[config.mk]
export PLATFORM = sky130hd
export DESIGN_NAME = waveform_extrema_picker_unit_flat
export DESIGN_NICKNAME = d
export VERILOG_FILES = /design/src/sv/wep_pkg.sv /design/src/sv/wep_if.sv /design/src/sv/wep_front.sv /design/src/sv/wep_queue.sv /design/src/sv/wep_back.sv /design/src/sv/waveform_extrema_picker_unit.sv /design/src/flat_wrapper.sv
export SDC_FILE = /design/constraint.sdc
export NUM_CORES = 1
export LEC_CHECK = 0
export ABC_AREA = 1
export BUFFER_PORTS_ARGS = -buffer_cell sky130_fd_sc_hd__buf_2
export CORE_MARGIN = 3
export CORE_UTILIZATION = 55
export DETAILED_ROUTE_END_ITERATION = 10
export HOLD_SLACK_MARGIN = 0.03
export PLACE_DENSITY_LB_ADDON = 0.1
export SLEW_MARGIN = 20
export SYNTH_ARGS = -nofsm -noshare
export SYNTH_HDL_FRONTEND = slang
export SYNTH_HIERARCHICAL = 1
export SYNTH_SLANG_ARGS = --single-unit
[constraint.sdc]
create_clock -name clk_i -period 7.3 [get_ports clk_i]
set_input_delay 1.46 -clock clk_i [delete_from_list [all_inputs] [get_ports clk_i]]
set_output_delay 1.46 -clock clk_i [all_outputs]
set_load 0.01 [all_outputs]
[src/sv/wep_pkg.sv]
`default_nettype none
package wep_pkg;

  localparam int unsigned SAMPLE_W    = 16;
  localparam int unsigned NFLOOR_W    = 15;
  localparam int unsigned THRESH_W    = 16;
  localparam int unsigned IDX_W       = 16;
  localparam int unsigned KIND_W      = 3;
  localparam int unsigned MAX_RESULTS = 3;
  localparam int unsigned CNT_W       = 2;
  localparam int unsigned QDEPTH      = 4;

  localparam int unsigned DEF_MAX_FRAME = 65536;

  localparam int unsigned APB_AW = 3;
  localparam int unsigned APB_DW = 32;

  localparam logic [NFLOOR_W-1:0] NFLOOR_RST = NFLOOR_W'(1);
  localparam logic [THRESH_W-1:0] THRESH_RST = THRESH_W'(49);

  typedef enum logic [0:0] {
    REG_NOISE_FLOOR = 1'b0,
    REG_THRESHOLD   = 1'b1
  } reg_idx_e;

  typedef enum logic [KIND_W-1:0] {
    KIND_START     = 3'd0,
    KIND_SIL_START = 3'd1,
    KIND_SIL_END   = 3'd2,
    KIND_MIN       = 3'd3,
    KIND_MAX       = 3'd4,
    KIND_END       = 3'd5
  } point_kind_e;

  typedef struct packed {
    logic [IDX_W-1:0] idx;
    point_kind_e      kind;
  } point_t;

  // up to three points raised by one input word, slot 0 goes out first
  typedef struct packed {
    logic [CNT_W-1:0]             cnt;
    point_t [MAX_RESULTS-1:0]     pt;
  } job_t;

endpackage
`default_nettype wire

[src/sv/wep_if.sv]
`default_nettype none
interface wep_in_if;
  import wep_pkg::*;
  logic                       valid;
  logic                       ready;
  logic signed [SAMPLE_W-1:0] sample;
  logic                       frame_end;

  modport source (output valid, sample, frame_end, input ready);
  modport sink (input valid, sample, frame_end, output ready);
endinterface

interface wep_out_if;
  import wep_pkg::*;
  logic              valid;
  logic              ready;
  logic [IDX_W-1:0]  point_index;
  logic [KIND_W-1:0] point_kind;
  logic              last;

  modport source (output valid, point_index, point_kind, last, input ready);
  modport sink (input valid, point_index, point_kind, last, output ready);
endinterface
`default_nettype wire

[src/sv/wep_front.sv]
`default_nettype none
module wep_front #(
  parameter int unsigned MAX_FRAME = wep_pkg::DEF_MAX_FRAME
) (
  input  wire logic                                clk_i,
  input  wire logic                                rst_ni,
  input  wire logic                                in_valid_i,
  output logic                                     in_ready_o,
  input  wire logic signed [wep_pkg::SAMPLE_W-1:0] sample_i,
  input  wire logic                                frame_end_i,
  input  wire logic [wep_pkg::NFLOOR_W-1:0]        noise_floor_i,
  input  wire logic [wep_pkg::THRESH_W-1:0]        threshold_i,
  input  wire logic                                q_full_i,
  output logic                                     job_valid_o,
  output wep_pkg::job_t                            job_o
);
  import wep_pkg::*;

  localparam int unsigned PW = $clog2(MAX_FRAME);

  logic signed [SAMPLE_W-1:0] older_q, older_d;
  logic signed [SAMPLE_W-1:0] newer_q, newer_d;
  logic [PW-1:0]              pos_q, pos_d;
  logic                       sil_q, sil_d;

  logic                accept;
  logic                win;
  logic                quiet;
  logic                is_min;
  logic                is_max;
  logic signed [16:0]  l17, m17, r17;
  logic signed [16:0]  d_lm, d_rm, d_ml, d_mr;
  logic signed [17:0]  thr18;
  logic [16:0]         mag;
  logic [PW-1:0]       p, p_m1, p_p1;

  assign in_ready_o = !q_full_i;
  assign accept     = in_valid_i && in_ready_o;

  assign win  = (pos_q >= PW'(3));
  assign p    = pos_q - PW'(2);
  assign p_m1 = pos_q - PW'(3);
  assign p_p1 = pos_q - PW'(1);

  assign l17  = 17'(older_q);
  assign m17  = 17'(newer_q);
  assign r17  = 17'(sample_i);
  assign d_lm = l17 - m17;
  assign d_rm = r17 - m17;
  assign d_ml = m17 - l17;
  assign d_mr = m17 - r17;
  assign thr18 = $signed({2'b00, threshold_i});
  assign mag   = l17[16] ? 17'(-l17) : 17'(l17);
  assign quiet = mag < {2'b00, noise_floor_i};

  assign is_min = (18'(d_lm) > thr18) && (18'(d_rm) > thr18);
  assign is_max = (18'(d_ml) > thr18) && (18'(d_mr) > thr18);

  always_comb begin
    logic [CNT_W-1:0] n;
    n     = '0;
    job_o = '0;
    sil_d = sil_q;

    if (pos_q == '0) begin
      job_o.pt[n] = '{idx: '0, kind: KIND_START};
      n = n + 1'b1;
    end

    if (win) begin
      if (quiet) begin
        if (!sil_q) begin
          job_o.pt[n] = '{idx: IDX_W'(p), kind: KIND_SIL_START};
          n = n + 1'b1;
          sil_d = 1'b1;
        end
      end else begin
        if (sil_q) begin
          job_o.pt[n] = '{idx: IDX_W'(p_m1), kind: KIND_SIL_END};
          n = n + 1'b1;
          sil_d = 1'b0;
        end
        // vertex lands on p when it leans toward the left neighbor
        if (is_min) begin
          job_o.pt[n] = '{idx: (l17 < r17) ? IDX_W'(p) : IDX_W'(p_p1), kind: KIND_MIN};
          n = n + 1'b1;
        end else if (is_max) begin
          job_o.pt[n] = '{idx: (l17 > r17) ? IDX_W'(p) : IDX_W'(p_p1), kind: KIND_MAX};
          n = n + 1'b1;
        end
      end
    end

    if (frame_end_i) begin
      if (sil_d && win) begin
        job_o.pt[n] = '{idx: IDX_W'(p), kind: KIND_SIL_END};
        n = n + 1'b1;
      end
      job_o.pt[n] = '{idx: IDX_W'(pos_q), kind: KIND_END};
      n = n + 1'b1;
      sil_d = 1'b0;
    end

    job_o.cnt = n;
  end

  assign job_valid_o = accept && (job_o.cnt != '0);

  always_comb begin
    older_d = newer_q;
    newer_d = sample_i;
    pos_d   = pos_q;
    if (frame_end_i) begin
      older_d = '0;
      newer_d = '0;
      pos_d   = '0;
    end else if (pos_q < PW'(MAX_FRAME - 1)) begin
      pos_d = pos_q + 1'b1;
    end
  end

  always_ff @(posedge clk_i or negedge rst_ni) begin
    if (!rst_ni) begin
      older_q <= '0;
      newer_q <= '0;
      pos_q   <= '0;
      sil_q   <= 1'b0;
    end else if (accept) begin
      older_q <= older_d;
      newer_q <= newer_d;
      pos_q   <= pos_d;
      sil_q   <= sil_d;
    end
  end

endmodule
`default_nettype wire

[src/sv/wep_queue.sv]
`default_nettype none
module wep_queue (
  input  wire logic          clk_i,
  input  wire logic          rst_ni,
  input  wire logic          push_i,
  input  wire wep_pkg::job_t push_data_i,
  output logic               full_o,
  output logic               head_valid_o,
  output wep_pkg::job_t      head_o,
  input  wire logic          pop_i
);
  import wep_pkg::*;

  localparam int unsigned AW = $clog2(QDEPTH);
  localparam int unsigned CW = $clog2(QDEPTH + 1);

  job_t          mem_q [QDEPTH];
  logic [AW-1:0] wr_ptr_q, rd_ptr_q;
  logic [CW-1:0] cnt_q;

  function automatic logic [AW-1:0] ptr_inc(input logic [AW-1:0] ptr);
    return (ptr == AW'(QDEPTH - 1)) ? '0 : ptr + 1'b1;
  endfunction

  assign full_o       = (cnt_q == CW'(QDEPTH));
  assign head_valid_o = (cnt_q != '0);
  assign head_o       = mem_q[rd_ptr_q];

  always_ff @(posedge clk_i) begin
    if (push_i) begin
      mem_q[wr_ptr_q] <= push_data_i;
    end
  end

  always_ff @(posedge clk_i or negedge rst_ni) begin
    if (!rst_ni) begin
      wr_ptr_q <= '0;
      rd_ptr_q <= '0;
      cnt_q    <= '0;
    end else begin
      if (push_i) begin
        wr_ptr_q <= ptr_inc(wr_ptr_q);
      end
      if (pop_i) begin
        rd_ptr_q <= ptr_inc(rd_ptr_q);
      end
      if (push_i && !pop_i) begin
        cnt_q <= cnt_q + 1'b1;
      end else if (pop_i && !push_i) begin
        cnt_q <= cnt_q - 1'b1;
      end
    end
  end

endmodule
`default_nettype wire

[src/sv/wep_back.sv]
`default_nettype none
module wep_back (
  input  wire logic                     clk_i,
  input  wire logic                     rst_ni,
  input  wire logic                     head_valid_i,
  input  wire wep_pkg::job_t            head_i,
  output logic                          pop_o,
  output logic                          out_valid_o,
  input  wire logic                     out_ready_i,
  output logic [wep_pkg::IDX_W-1:0]     point_index_o,
  output wep_pkg::point_kind_e          point_kind_o,
  output logic                          last_o
);
  import wep_pkg::*;

  logic [CNT_W-1:0] sub_q, sub_d;
  logic             valid_q, valid_d;
  point_t           pt_q;
  logic             last_q;
  logic             load;
  logic             final_pt;

  assign load     = head_valid_i && (!valid_q || out_ready_i);
  assign final_pt = (sub_q == head_i.cnt - 1'b1);
  assign pop_o    = load && final_pt;

  always_comb begin
    sub_d   = sub_q;
    valid_d = valid_q;
    if (load) begin
      valid_d = 1'b1;
      sub_d   = final_pt ? '0 : sub_q + 1'b1;
    end else if (out_ready_i) begin
      valid_d = 1'b0;
    end
  end

  always_ff @(posedge clk_i or negedge rst_ni) begin
    if (!rst_ni) begin
      sub_q   <= '0;
      valid_q <= 1'b0;
    end else begin
      sub_q   <= sub_d;
      valid_q <= valid_d;
    end
  end

  always_ff @(posedge clk_i) begin
    if (load) begin
      pt_q   <= head_i.pt[sub_q];
      last_q <= final_pt;
    end
  end

  assign out_valid_o   = valid_q;
  assign point_index_o = pt_q.idx;
  assign point_kind_o  = pt_q.kind;
  assign last_o        = last_q;

endmodule
`default_nettype wire

[src/sv/waveform_extrema_picker_unit.sv]
// Waveform extrema picker.
// in_ch (sink): one Q1.15 sample per word, frame_end on the last sample of a frame.
// out_ch (source): points to draw: index, kind (start, silence start/end, min, max,
// end) and last, set on the final point raised by an input word.
// APB port: register 0 noise_floor (15 bit), register 1 extremum_threshold (16 bit),
// byte addresses 0 and 4; the user must see they are written only while the block
// is idle, as the block itself leaves this unchecked. Throughput: one sample per
// cycle while in_ch.ready is high. Each sample turns into 0..3 points in the front
// stage and the job is queued (4 entries); the back stage drains one point per cycle
// while out_ch.ready is high, so the single output register sets the rate. A sample's
// points pass the job queue, then the output register; the window for position p is
// judged when sample p+2 arrives. Output stall: points hold in the output register,
// the queue fills, and in_ch.ready drops only once the queue is full.
// Reset: frame position, sample history, silence flag and queue are cleared;
// registers return to noise_floor 1 and extremum_threshold 49.
`default_nettype none
module waveform_extrema_picker_unit #(
  parameter int unsigned MAX_FRAME = wep_pkg::DEF_MAX_FRAME
) (
  input  wire logic                          clk_i,
  input  wire logic                          rst_ni,
  wep_in_if.sink                             in_ch,
  wep_out_if.source                          out_ch,
  input  wire logic                          psel,
  input  wire logic                          penable,
  input  wire logic                          pwrite,
  input  wire logic [wep_pkg::APB_AW-1:0]    paddr,
  input  wire logic [wep_pkg::APB_DW-1:0]    pwdata,
  output logic [wep_pkg::APB_DW-1:0]         prdata,
  output logic                               pready
);
  import wep_pkg::*;

  logic [NFLOOR_W-1:0] nfloor_q;
  logic [THRESH_W-1:0] thresh_q;
  logic                cfg_wr;
  reg_idx_e            reg_sel;

  logic        q_full;
  logic        job_valid;
  job_t        job;
  logic        head_valid;
  job_t        head;
  logic        pop;
  point_kind_e kind;

  assign pready  = 1'b1;
  assign reg_sel = reg_idx_e'(paddr[2]);
  assign cfg_wr  = psel && penable && pwrite && pready;

  always_ff @(posedge clk_i or negedge rst_ni) begin
    if (!rst_ni) begin
      nfloor_q <= NFLOOR_RST;
      thresh_q <= THRESH_RST;
    end else if (cfg_wr) begin
      unique case (reg_sel)
        REG_NOISE_FLOOR: nfloor_q <= pwdata[NFLOOR_W-1:0];
        REG_THRESHOLD:   thresh_q <= pwdata[THRESH_W-1:0];
        default: ;
      endcase
    end
  end

  always_comb begin
    unique case (reg_sel)
      REG_NOISE_FLOOR: prdata = APB_DW'(nfloor_q);
      REG_THRESHOLD:   prdata = APB_DW'(thresh_q);
      default:         prdata = '0;
    endcase
  end

  wep_front #(
    .MAX_FRAME (MAX_FRAME)
  ) u_front (
    .clk_i         (clk_i),
    .rst_ni        (rst_ni),
    .in_valid_i    (in_ch.valid),
    .in_ready_o    (in_ch.ready),
    .sample_i      (in_ch.sample),
    .frame_end_i   (in_ch.frame_end),
    .noise_floor_i (nfloor_q),
    .threshold_i   (thresh_q),
    .q_full_i      (q_full),
    .job_valid_o   (job_valid),
    .job_o         (job)
  );

  wep_queue u_queue (
    .clk_i        (clk_i),
    .rst_ni       (rst_ni),
    .push_i       (job_valid),
    .push_data_i  (job),
    .full_o       (q_full),
    .head_valid_o (head_valid),
    .head_o       (head),
    .pop_i        (pop)
  );

  wep_back u_back (
    .clk_i         (clk_i),
    .rst_ni        (rst_ni),
    .head_valid_i  (head_valid),
    .head_i        (head),
    .pop_o         (pop),
    .out_valid_o   (out_ch.valid),
    .out_ready_i   (out_ch.ready),
    .point_index_o (out_ch.point_index),
    .point_kind_o  (kind),
    .last_o        (out_ch.last)
  );

  assign out_ch.point_kind = kind;

endmodule
`default_nettype wire

[src/flat_wrapper.sv]
// flat-port wrapper written by rule: the top's interface ports become plain ports
module waveform_extrema_picker_unit_flat import wep_pkg::*;
#(
  parameter int unsigned MAX_FRAME = wep_pkg::DEF_MAX_FRAME
)
  (clk_i, rst_ni, psel, penable, pwrite, paddr, pwdata, prdata, pready, in_ch_valid, in_ch_sample, in_ch_frame_end, in_ch_ready, out_ch_valid, out_ch_point_index, out_ch_point_kind, out_ch_last, out_ch_ready);
  wep_in_if in_ch_i ();
  wep_out_if out_ch_i ();
  input  wire logic clk_i;
  input  wire logic rst_ni;
  input  wire logic psel;
  input  wire logic penable;
  input  wire logic pwrite;
  input  wire logic [wep_pkg::APB_AW-1:0] paddr;
  input  wire logic [wep_pkg::APB_DW-1:0] pwdata;
  output logic [wep_pkg::APB_DW-1:0] prdata;
  output logic pready;
  input wire logic [$bits(in_ch_i.valid)-1:0] in_ch_valid;
  input wire logic [$bits(in_ch_i.sample)-1:0] in_ch_sample;
  input wire logic [$bits(in_ch_i.frame_end)-1:0] in_ch_frame_end;
  output wire logic [$bits(in_ch_i.ready)-1:0] in_ch_ready;
  output wire logic [$bits(out_ch_i.valid)-1:0] out_ch_valid;
  output wire logic [$bits(out_ch_i.point_index)-1:0] out_ch_point_index;
  output wire logic [$bits(out_ch_i.point_kind)-1:0] out_ch_point_kind;
  output wire logic [$bits(out_ch_i.last)-1:0] out_ch_last;
  input wire logic [$bits(out_ch_i.ready)-1:0] out_ch_ready;
  assign in_ch_i.valid = in_ch_valid;
  assign in_ch_i.sample = in_ch_sample;
  assign in_ch_i.frame_end = in_ch_frame_end;
  assign in_ch_ready = in_ch_i.ready;
  assign out_ch_valid = out_ch_i.valid;
  assign out_ch_point_index = out_ch_i.point_index;
  assign out_ch_point_kind = out_ch_i.point_kind;
  assign out_ch_last = out_ch_i.last;
  assign out_ch_i.ready = out_ch_ready;
  waveform_extrema_picker_unit #(.MAX_FRAME(MAX_FRAME)) u_core (.clk_i(clk_i), .rst_ni(rst_ni), .in_ch(in_ch_i), .out_ch(out_ch_i), .psel(psel), .penable(penable), .pwrite(pwrite), .paddr(paddr), .pwdata(pwdata), .prdata(prdata), .pready(pready));
endmodule
# After elaboration in Yosys (flattened, before gate mapping)
# Memory sizes are Yosys's and may differ from the RTL's.
# Index checks and enable logic that the tools add are counted.
# word_totals
ff_bits,110
mem_bits_rw,236
in_bits,59
out_inout_bits,55
wordCells,145
mem_count,1
# mem_list
name,depth,width,rd,rd_clocked_by_memory_dff,write_ports,line,rtl
u_core.u_queue.mem_q,4,59,1,0,1,wep_queue.sv:17,job_t mem_q [QDEPTH];
# classes
add_sub_neg,19
order_cmp,18
n_eq_ne,4
mux,57
bitwise,3
reduce_logical,29
# ops
operator,n
$mux W57,11
$bwmux W57,4
$demux W19 S2,4
$and A57 B57 Y57,2
$mux W16,6
$mux W19,5
$gt A17 B17 Y1,4
$sub A16 B16 Y17,4
$pmux W32 S2,1
$bmux W19 S2,1
$sub A16 B2 Y16 const B,2
$mux W2,14
$lt A17 B15 Y1,1
$mux W17,1
$neg A16 Y17,1
$add A16 B1 Y16 const B,1
$ge A16 B2 Y1 const B,1
$gt A16 B16 Y1,1
$logic_not A16 Y1,1
$lt A16 B16 Y1,1
$lt A16 B16 Y1 const B,1
$sub A16 B1 Y16 const B,1
$logic_and A1 B1 Y1,15
$lt A2 B3 Y1 const B,5
16 further kinds,42

# Logic depth before layout (Yosys ltp)
# depth
ltp_word,22
ltp_mapped,44

# By module
# The synthesis kept the hierarchy.
# modules_own_cells
mod,n_inst,cells_each,area_per_inst_um2,seq_area_each_um2
wep_front,1,1897,11811.3,1226.2
wep_queue,1,742,9884.5,7262.0
waveform_extrema_picker_unit,1,208,1581.5,780.7
wep_back,1,140,1307.5,675.6

# Worst setup path before layout
# OpenSTA, ideal clock, no wires.
# synth_path
path_kind,input to register
from,input in_ch_sample[5]
to,"memory u_core/u_queue/mem_q[0][0] in the netlist's numbering, enable pin"
setup_ns,0.413
t_arrival_ns,6.668
required_time_ns,6.887
setup_slack_ns,0.219
stages,34
n_path_buf,1
cell_sequence,inv_1 ha_1 buf_2 nand2_1 nand2_1 o21bai_1 a21oi_1 inv_1 a221oi_1 xnor2_1 ha_1 nand2_1 nor2_1 nand3_1 nor2_1 a31oi_1 nand3_1 nor2_2 nand3_4 nor2_4 nand3b_1 nand2_1 inv_1 ha_1 o21ai_0 inv_1 ha_1 nand2_1 nand2_1 nand3_1 nand2_1 inv_1 nand2_1 inv_1
# synth_via
elab_chain_len,16
word_cells_on_any_way,19
classes_between,4 x add/sub; 2 x order compare; 9 x mux; 4 x reduce/logical
# synth_rtl
element,line,rtl
"start, declared",flat_wrapper.sv:19,input wire logic [$bits(in_ch_i.sample)-1:0] in_ch_sample;
$sub A16 B16 Y17,wep_front.sv:51,assign d_mr = m17 - r17;
$gt A17 B17 Y1,wep_front.sv:57,assign is_max = (18'(d_ml) > thr18) && (18'(d_mr) > thr18);
$logic_and A1 B1 Y1,wep_front.sv:57,
$mux W2,wep_front.sv:87,end else if (is_max) begin
$mux W2 (*),wep_front.sv:84,if (is_min) begin
$mux W2 (*),wep_front.sv:71,if (quiet) begin
$mux W2 (*),wep_front.sv:70,if (win) begin
$add A2 B1 Y2,wep_front.sv:97,n = n + 1'b1;
$mux W2,wep_front.sv:95,if (sil_d && win) begin
$mux W2,wep_front.sv:94,if (frame_end_i) begin
$add A2 B1 Y2,wep_front.sv:100,n = n + 1'b1;
$mux W2 (*),wep_front.sv:94,
$reduce_bool A2 Y1 (*),wep_front.sv:107,assign job_valid_o = accept && (job_o.cnt != '0);
$logic_and A1 B1 Y1 (*),wep_front.sv:107,
named net u_core.job_valid,waveform_extrema_picker_unit.sv:40,logic job_valid;
$mux W1 (*),wep_queue.sv:30,if (push_i) begin
$mux W1 (implied by the code) (*),wep_queue.sv:31,mem_q[wr_ptr_q] <= push_data_i;
"end, declared",wep_queue.sv:17,
# Mark *: on every way through the listed nets, which the timed path passes. The rest lies on a longest branch. The select of a mux whose other input is x is not followed.

# Worst setup path in the final report
# layout_path
from,input in_ch_sample[4]
to,register u_core.u_queue.cnt_q[2]
# layout_via
elab_chain_len,17
word_cells_on_any_way,22
classes_between,4 x add/sub; 2 x order compare; 8 x mux; 8 x reduce/logical
# layout_rtl
element,line,rtl
$sub A16 B16 Y17,wep_front.sv:51,
$gt A17 B17 Y1,wep_front.sv:57,
$logic_and A1 B1 Y1,wep_front.sv:57,
$mux W2,wep_front.sv:87,
$mux W2 (*),wep_front.sv:84,
$mux W2 (*),wep_front.sv:71,
$mux W2 (*),wep_front.sv:70,
$add A2 B1 Y2,wep_front.sv:97,
(+2 left out),-,
$add A2 B1 Y2,wep_front.sv:100,
$mux W2 (*),wep_front.sv:94,
$reduce_bool A2 Y1 (*),wep_front.sv:107,
$logic_and A1 B1 Y1 (*),wep_front.sv:107,
named net u_core.job_valid,waveform_extrema_picker_unit.sv:40,
$logic_not A1 Y1,wep_queue.sv:49,end else if (pop_i && !push_i) begin
$logic_and A1 B1 Y1,wep_queue.sv:49,
$reduce_bool A2 Y1 (no source line),-,
"end signal, assigned",wep_queue.sv:48,cnt_q <= cnt_q + 1'b1;
"end signal, assigned",wep_queue.sv:50,cnt_q <= cnt_q - 1'b1;
"end, declared",wep_queue.sv:19,logic [CW-1:0] cnt_q;
# Marks and branches as above.
# A chain may end at the register's enable or synchronous reset.

==> results.py <==
metrics = {
    "layout": {
        "area_growth_pct": 9.40,
        "fillers": 3842,
        "layout-drive-gt1-share_pct": 11.3,
        "final_common_cell": "nand2_1",
        "final_net_count": 3316,
        "antennaDiodeCount": 0,
        "final_cell_mix": "nand2_1 (746), inv_1 (375), edfxtp_1 (256), ha_1 (182), nor2_1 (168)",
        "regArea_um2": 9950,
        "fin_area_um2": 26900,
        "final-instance-count-excl-fill": 3686,
        "multiInputGateArea_um2": 12100,
    },
    "synthesis": {
        "async_flop_share_pct": 26.0,
        "yosysWarnings": 6,
        "synthXorXnorAreaFrac_pct": 3.81,
        "synthAdderAreaFrac_pct": 9.67,
        "postSynthCellCount": 2987,
        "synth_edf_count": 256,
        "ys_ff_latch": 346,
        "synth_compound_area_share_pct": 16.1,
        "ys.flop_type": "edfxtp_1",
        "syn_avg_cell_area_um2": 8.23,
        "synth_top_family_by_area": "simple AND/OR/NAND/NOR gates",
        "synthMuxAreaShare_pct": 0,
        "synthSimpleGateAreaFrac_pct": 19.4,
        "synth_area_um2": 24600,
        "seq_area_frac_synth_pct": 40.4,
        "synth_cell_types": 62,
    },
    "critical_path": {
        "criticalPathCategory": "input pin to flop",
        "critPathTopFamily": "simple AND/OR/NAND/NOR gates",
        "cp_slowest_cell": "fa_1",
        "required_ps": 7740,
        "critPathLaunchType": "input pin",
        "cp.arrival_ps": 7150,
        "crit_path_max_incr_delay_ps": 380,
        "path_common_cell": "nand2_1",
        "cp_num_buf_inv": 9,
        "critPathMaxFanout": 6,
        "worst_setup_path_end_kind": "flop",
    },
    "global_route": {
        "grt_pass1_wl_mm": 112,
        "track_usage_pct": 30.5,
        "antenna_found_initial": 2,
        "grt_overflow": 0,
        "grt_max_degree": 127,
        "grt_pass1_vias": 19900,
    },
    "min_path": {
        "hold_class": "flop to flop",
    },
    "floorplan": {
        "io_pins": 114,
        "start_util_pct": 56.3,
        "core_area_um2": 43600,
        "fp-row-count": 76,
        "die_h_um": 217,
        "fp.dieW_um": 217,
        "dieArea_um2": 47300,
    },
    "pwr": {
        "finalPower_mw": 12.2,
        "power.switching_mw": 5.98,
        "netSwitchingFraction_pct": 49.2,
        "ir_drop_uv": 505,
        "clkPwrFrac_pct": 15.3,
        "power_frac_comb_pct": 59.8,
        "p_leak_nw": 12.5,
        "internal-power_mw": 6.18,
        "seqPwrFrac_pct": 24.8,
        "power-per-cell-area_nw_per_um2": 452,
    },
    "placed_design": {
        "io_buffers": 78,
        "place.gp.congestion": 0.922,
        "placed_cells": 3614,
        "dpl_cell_area_um2": 25700,
        "dpl.hpwl_mm": 54.1,
    },
    "clock_network": {
        "htree_levels": 2,
        "clkLatencyLatePin_ps": 560,
        "hold_buffers": 0,
        "cts_buffers": 39,
        "cts.sinks": 346,
        "cts.path.max_buffers": 3,
        "tritoncts": "built",
        "clk_pin_slew_ps": 60,
        "root_buffer": "clkbuf_16",
    },
    "route": {
        "drcViolationCount": 0,
        "via_count": 21200,
        "ant_nets": 0,
        "routedWlPerCell_um": 19.7,
        "drtPass1Iterations": 6,
        "routed_wl_mm": 72.5,
        "vias_per_cell": 5.75,
        "drtIter0Drc": 2344,
    },
    "timing": {
        "period_minus_slack_ps": 6710,
        "tightestPinTransition_ps": 1060,
        "post-route-period-util_pct": 91.9,
        "final.setup_skew_ps": 17.4,
        "drv_slew": 0,
        "grt_setup_unrepaired": "false",
        "slew_headroom_pct": 29.6,
        "hold_viol_final": 0,
        "setup_viol": 0,
        "tns_ps": 0,
        "fmax_mhz": 149,
    },
    "status": {
        "status": "finished, final reports clean",
    },
    "job": {
        "drv_cap": 0,
    },
}
## final timing paths
path	startpoint	endpoint	slack [ps]	depth (start not counted)
worst max-delay path	in_ch_sample[4]	u_core/u_queue/cnt_q[2]	590	42
worst min-delay path	u_core/u_queue/cnt_q[2]	u_core/u_queue/cnt_q[2]	470	2
worst max register to register	u_core/u_front/older_q[1]	u_core/u_queue/cnt_q[2]	700	39
worst min register to register	u_core/u_queue/cnt_q[2]	u_core/u_queue/cnt_q[2]	470	2
max in group asynchronous	rst_ni	u_core/u_front/pos_q[8]	5270	2
min in group asynchronous	rst_ni	u_core/thresh_q[2]	900	1
## stage by stage
step	hold WS, ps	worst slack [ps]	util [%]
CTS	473	537	61.6
global route	489	83.5	61.6
global placement	461	68.4	58.8
floorplan	442	219	-
detailed placement	459	-5.12	58.8
finish	469	592	61.6
## cells in the mapped netlist (14+ instances only)
| library cell | count | share of area (%) |
|---|---|---|
| a22oi_1 | 48 | 1.5 |
| o21ai_2 | 14 | 0.50 |
| buf_6 | 33 | 1.5 |
| dfrtp_1 | 86 | 8.8 |
| buf_4 | 27 | 0.82 |
| inv_2 | 29 | 0.44 |
| ha_1 | 182 | 9.3 |
| nor3_1 | 27 | 0.55 |
| buf_2 | 69 | 1.4 |
| o211ai_1 | 143 | 4.4 |
| nand2_1 | 746 | 11 |
| nand4_1 | 20 | 0.51 |
| edfxtp_1 | 256 | 31 |
| xor2_1 | 99 | 3.5 |
| clkbuf_1 | 27 | 0.41 |
| o22ai_1 | 34 | 0.87 |
| o21ai_1 | 62 | 1.3 |
| nor2_1 | 168 | 2.6 |
| nand3_1 | 111 | 2.3 |
| o21ai_0 | 136 | 2.8 |
| inv_1 | 379 | 5.8 |
| a21oi_1 | 132 | 2.7 |
## flip-flops by register name (all words and copies together), names as in the netlist, 2 cells and up
register,flops
u_core/u_queue/cnt_q,3
u_core/u_front/pos_q,16
u_core/u_back/point_index_o,16
u_core/u_queue/mem_q,236
u_core/nfloor_q,15
u_core/u_back/sub_q,2
u_core/u_front/newer_q,16
u_core/u_queue/rd_ptr_q,2
u_core/u_queue/wr_ptr_q,2
u_core/u_front/older_q,16
u_core/u_back/point_kind_o,3
u_core/thresh_q,16
## cell families (layout without fill, tap and decap cells)
family,after synthesis,after routing
AO/OA/AOI/OAI,636,636
XOR/XNOR,107,107
adder cells (fa/ha/maj),187,187
buffers and inverters,577,676
flip-flops,346,346
other,2,17
AND/OR/NAND/NOR,1132,1132
## power by group through the flow
stage,sequential [mW],combinational (mW),clock [mW]
2_1_floorplan,3.01,5.16,0
3_3_place_gp,3.04,6.94,0
3_5_place_dp,3.05,7.10,0
4_1_cts,3.01,7.15,1.90
5_1_grt,3.06,8.10,1.97
6_report,3.02,7.28,1.86
## per-layer routing
metal / up-vias / track usage [%] / share of wire (%)
met4: 4 / 6.00 / 1.5
met1: 10100 / 47.4 / 48
met2: 838 / 44.8 / 42
met3: 82 / 5.35 / 8.9
li1: 10200 / - / -
met5: - / 0 / 0.043
## layout make-up
class,instances,area share [%]
Clock buffer,54,4.11
Sequential cell,346,37.0
Tap cell,585,2.72
Clock inverter,18,0.451
Multi-Input combinational cell,2079,45.0
Timing Repair Buffer,191,4.99
Inverter,413,5.79
## worst register-to-register path, delay by kind of cell, from the launching register on
family / cells / cell delay (ps)
adders and majority gates: 6 / 1520
DFF: 1 / 460
xor gates and xnor gates: 1 / 450
buffers and inverters: 9 / 960
AOI/OAI and AO/OA: 2 / 470
and+or+nand+nor: 21 / 2620
## repair_timing
action | in CTS | in global routing
buffers inserted | 0 | 0
resized for setup | 0 | 2
endpoints found under the setup margin | 0 | 19
No activity file was read; power rests on OpenSTA's default activity.
